$ cat config.mk
export PLATFORM = sky130hd
export DESIGN_NAME = vmu_isqrt
export DESIGN_NICKNAME = d
export VERILOG_FILES = /design/src/design/vmu_pkg.sv /design/src/design/vmu_isqrt.sv
export SDC_FILE = /design/constraint.sdc
export NUM_CORES = 2
export LEC_CHECK = 0
export BUFFER_PORTS_ARGS = -buffer_cell sky130_fd_sc_hd__buf_4
export CORE_MARGIN = 4
export CORE_UTILIZATION = 50
export DETAILED_ROUTE_END_ITERATION = 6
export PLACE_DENSITY = 0.62
export REMOVE_ABC_BUFFERS = 1
export SYNTH_ARGS = -nofsm -noshare
export SYNTH_HDL_FRONTEND = slang
export SYNTH_MEMORY_MAX_BITS = 65536
export SYNTH_SLANG_ARGS = --single-unit
$ cat constraint.sdc
create_clock -name clk -period 6.39 [get_ports clk]
set_input_delay 1.5975 -clock clk [delete_from_list [all_inputs] [get_ports clk]]
set_output_delay 1.5975 -clock clk [all_outputs]
set_load 0.005 [all_outputs]
$ cat src/design/vmu_pkg.sv
// Shared constants, opcode and status codes for the 3D vector math unit.
`default_nettype none

package vmu_pkg;

  localparam int COMP_WIDTH_DEF = 32;
  localparam int FRAC_BITS_DEF  = 16;

  typedef enum logic [3:0] {
    OP_ADD   = 4'd0,
    OP_SUB   = 4'd1,
    OP_DOT   = 4'd2,
    OP_CROSS = 4'd3,
    OP_SCALE = 4'd4,
    OP_DIV   = 4'd5,
    OP_MAG   = 4'd6,
    OP_NORM  = 4'd7,
    OP_PROJ  = 4'd8,
    OP_SPROJ = 4'd9
  } vmu_op_t;

  typedef enum logic [1:0] {
    ST_OK   = 2'd0,
    ST_SAT  = 2'd1,
    ST_DIVZ = 2'd2
  } vmu_status_t;

endpackage

`default_nettype wire

$ cat src/design/vmu_isqrt.sv
// Pipelined floor square root, one result bit per stage.
`default_nettype none

module vmu_isqrt import vmu_pkg::*; #(
  parameter int IN_W = 2 * COMP_WIDTH_DEF + 2
) (
  input  logic              clk,
  input  logic              en,
  input  logic [IN_W-1:0]   op,
  output logic [IN_W/2-1:0] root
);

  localparam int R  = IN_W / 2;
  localparam int RW = R + 3;

  logic [RW-1:0]   rem_q  [R];
  logic [R-1:0]    root_q [R];
  logic [IN_W-1:0] op_q   [R];

  for (genvar j = 0; j < R; j++) begin : g_stage
    logic [RW-1:0]   rem_i;
    logic [R-1:0]    root_i;
    logic [IN_W-1:0] op_i;
    logic [RW-1:0]   cur;
    logic [RW-1:0]   trial;

    if (j == 0) begin : g_first
      assign rem_i  = '0;
      assign root_i = '0;
      assign op_i   = op;
    end else begin : g_next
      assign rem_i  = rem_q[j-1];
      assign root_i = root_q[j-1];
      assign op_i   = op_q[j-1];
    end

    assign cur   = {rem_i[RW-3:0], op_i[IN_W-1 -: 2]};
    assign trial = RW'({root_i, 2'b01});

    always_ff @(posedge clk) begin
      if (en) begin
        if (cur >= trial) begin
          rem_q[j]  <= cur - trial;
          root_q[j] <= {root_i[R-2:0], 1'b1};
        end else begin
          rem_q[j]  <= cur;
          root_q[j] <= {root_i[R-2:0], 1'b0};
        end
        op_q[j] <= op_i << 2;
      end
    end
  end

  assign root = root_q[R-1];

endmodule

`default_nettype wire

==> metrics.yaml <==
status: "finished, final reports clean"
rsz0062_at_grt: "no"
io_pins: 101
dp_hpwl_mm: 181.3
multi_input_area_sq_um: 40000
cts_hold_buf: 0
synth_top_area_share: 0.6472
die_w_um: 504.2
std_cell_rows: 181
portBuffers: 100
vias_per_cell: 5.536
core_area_sq_um: 244100
clockRootBuffer: "clkbuf_16"
async_flop_share: 0
synth_top_cell_by_area: "edfxtp_1"
synthFlopType: "edfxtp_1"
slew_viol_final: 0
cts_buffers: 303
avgSynthCellArea_sq_um: 12.98
grt.overflow.total: 0
skew_ns: 0.08993
cp-start-kind: "flip-flop"
yosysSeqAreaShare: 0.6474
insertion_delay_ns: 0.95
regToRegStartpoint: "rem_q[21][0]"
power.total_w: 0.04987
antenna_found_initial: 5
cts_max_path_buffers: 4
grt_pass1_vias: 73120
drt_iter0_markers: 4935
fillCellCount: 19500
grt_pass1_wl_mm: 395.1
dieArea_sq_um: 254200
cap_violations: 0
numClockSinks: 2654
dr.pass1.iters: 6
gp_congestion: 0.9435
synth-seq-cells: 2654
area_growth_pct: 11.66
vias: 73010
start_util: 0.5042
critPathLaunch: "rem_q[21][0]"
critPathRequiredTime_ns: 7.01
synth_edf_count: 2653
timing.final.crit_share: 0.7340
worst_hold_path_type: "flip-flop to flip-flop"
cts_setup_buffers: 0
h-tree-depth: 5
postRouteAntennaNets: 0
slew-limit-headroom: 0.2447
final_cell_mix: "edfxtp_1 (2653), nand2_1 (737), inv_1 (734)"
critical_path_class: "flip-flop to flip-flop"
placed_area_sq_um: 127900
min_period_ns: 4.690
drt_wl_total_mm: 251.2
grt_start_max_net_pins: 207
drive_gt1_frac: 0.07616
syn_area_sq_um: 123100
postSynthCellCount: 9487
cts_resized: 0
path_clk_slew_ns: 0.06
end_kind: "flip-flop"
cts_tree: "done"
yosys_warnings: 0
setup_viol: 0
mostFrequentLayoutCell: "edfxtp_1"
vdd_drop_max_v: 0.0003463
dp_cells: 12670
p_leak_nw: 52.32
seqCellArea_sq_um: 79690
power_density_nw_per_um2: 362.8
tightest_slew_ns: 1.119
path_max_fanout: 28
clock.fmax_mhz: 213.2
synth.area.top_cells: "edfxtp_1 (65%), ha_1 (6.1%), xnor2_1 (3.3%), xor2_1 (3.1%), o21ai_0 (2.3%)"
worst_ep_arrival_time_ns: 5.31
hold_violations: 0
setup-tns-final_ns: 0
instances_no_fill: 13190
drcViolationCount: 0
grt_use_total: 0.1939
finish.net_count: 10430
final_cell_area_sq_um: 137400
die_h_um: 504.2
yosysUniqueCellTypes: 88
wl_per_cell_um: 19.05
hold_start: "op_q[0][822]"
-- sequential cells by signal, indices dropped and copies added, names as in the netlist --
name and cells:
root_q 561, op_q 1056, rem_q 1037
-- critical path, stage by stage (launching register included) --
cell and delay, ns:
edfxtp_1 0.39, ha_1 0.37, nor2b_1 0.17, o31ai_1 0.35, a31oi_1 0.32, a2111oi_0 0.70, buf_4 0.24, o31ai_1 0.12
a221oi_1 0.52, and3_1 0.31, buf_4 0.28, inv_2 0.25, nand2_1 0.17, or3_1 0.13, xnor2_1 0.07
-- final timing paths --
kind	endpoint	slack (ns)	cells past startpoint
setup / recovery	rem_q[22][26]	1.70	14
hold / removal	op_q[0][888]	0.40	0
setup reg to reg	rem_q[22][26]	1.70	14
hold reg to reg	op_q[0][888]	0.40	0
-- synthesized netlist by cell type, types with 114 or more instances --
library cell / instances
inv_1: 734
nor3_1: 223
nor2_1: 501
ha_1: 597
a21oi_1: 541
nand3_1: 141
xor2_1: 434
nand2_1: 737
edfxtp_1: 2653
clkbuf_1: 187
xnor2_1: 460
nor4_1: 127
a21o_1: 262
nand2b_1: 114
o21ai_0: 558
-- stage by stage --
stage,setup WS [ns],hold WS (ns),util
final,1.700,0.3971,0.5630
after floorplan,-0.3823,0.4003,-
after detailed placement,1.443,0.4045,0.5239
after global placement,1.565,0.4000,0.5239
after global routing,1.309,0.4000,0.5630
after CTS,1.826,0.3934,0.5629
-- power by group --
group | switching [W] | internal [W] | leakage [nW]
combinational | 0.00567 | 0.00412 | 22.1
sequential | 0.00145 | 0.0220 | 25.6
clock | 0.00666 | 0.00994 | 4.62
-- cells by family after synthesis --
logic type,Yosys count,synth area share
flops,2654,0.6474
simple gates,2438,0.09804
compound gates,1893,0.09482
buf+inv,935,0.02865
xor+xnor,894,0.06361
fa+ha+maj,597,0.06068
mux,76,0.006841
-- per-layer routing --
metal	routed length (um)	track usage	vias to the layer above
li1	-	-	35560
met1	102700	0.2355	35210
met2	126800	0.3441	1631
met3	9325	0.02452	601
met4	12420	0.09019	0
met5	0	0	-
-- final cells by class --
class / count / area share
sequential: 2654 / 0.5798
multi-input combinational: 5898 / 0.2910
clock buffer: 350 / 0.05707
tap: 3202 / 0.02915
inverter: 737 / 0.02013
clock inverter: 166 / 0.01216
timing repair buffer: 174 / 0.01056
antenna: 7 / 0.0001274
Power figures use the tool's default switching activity.
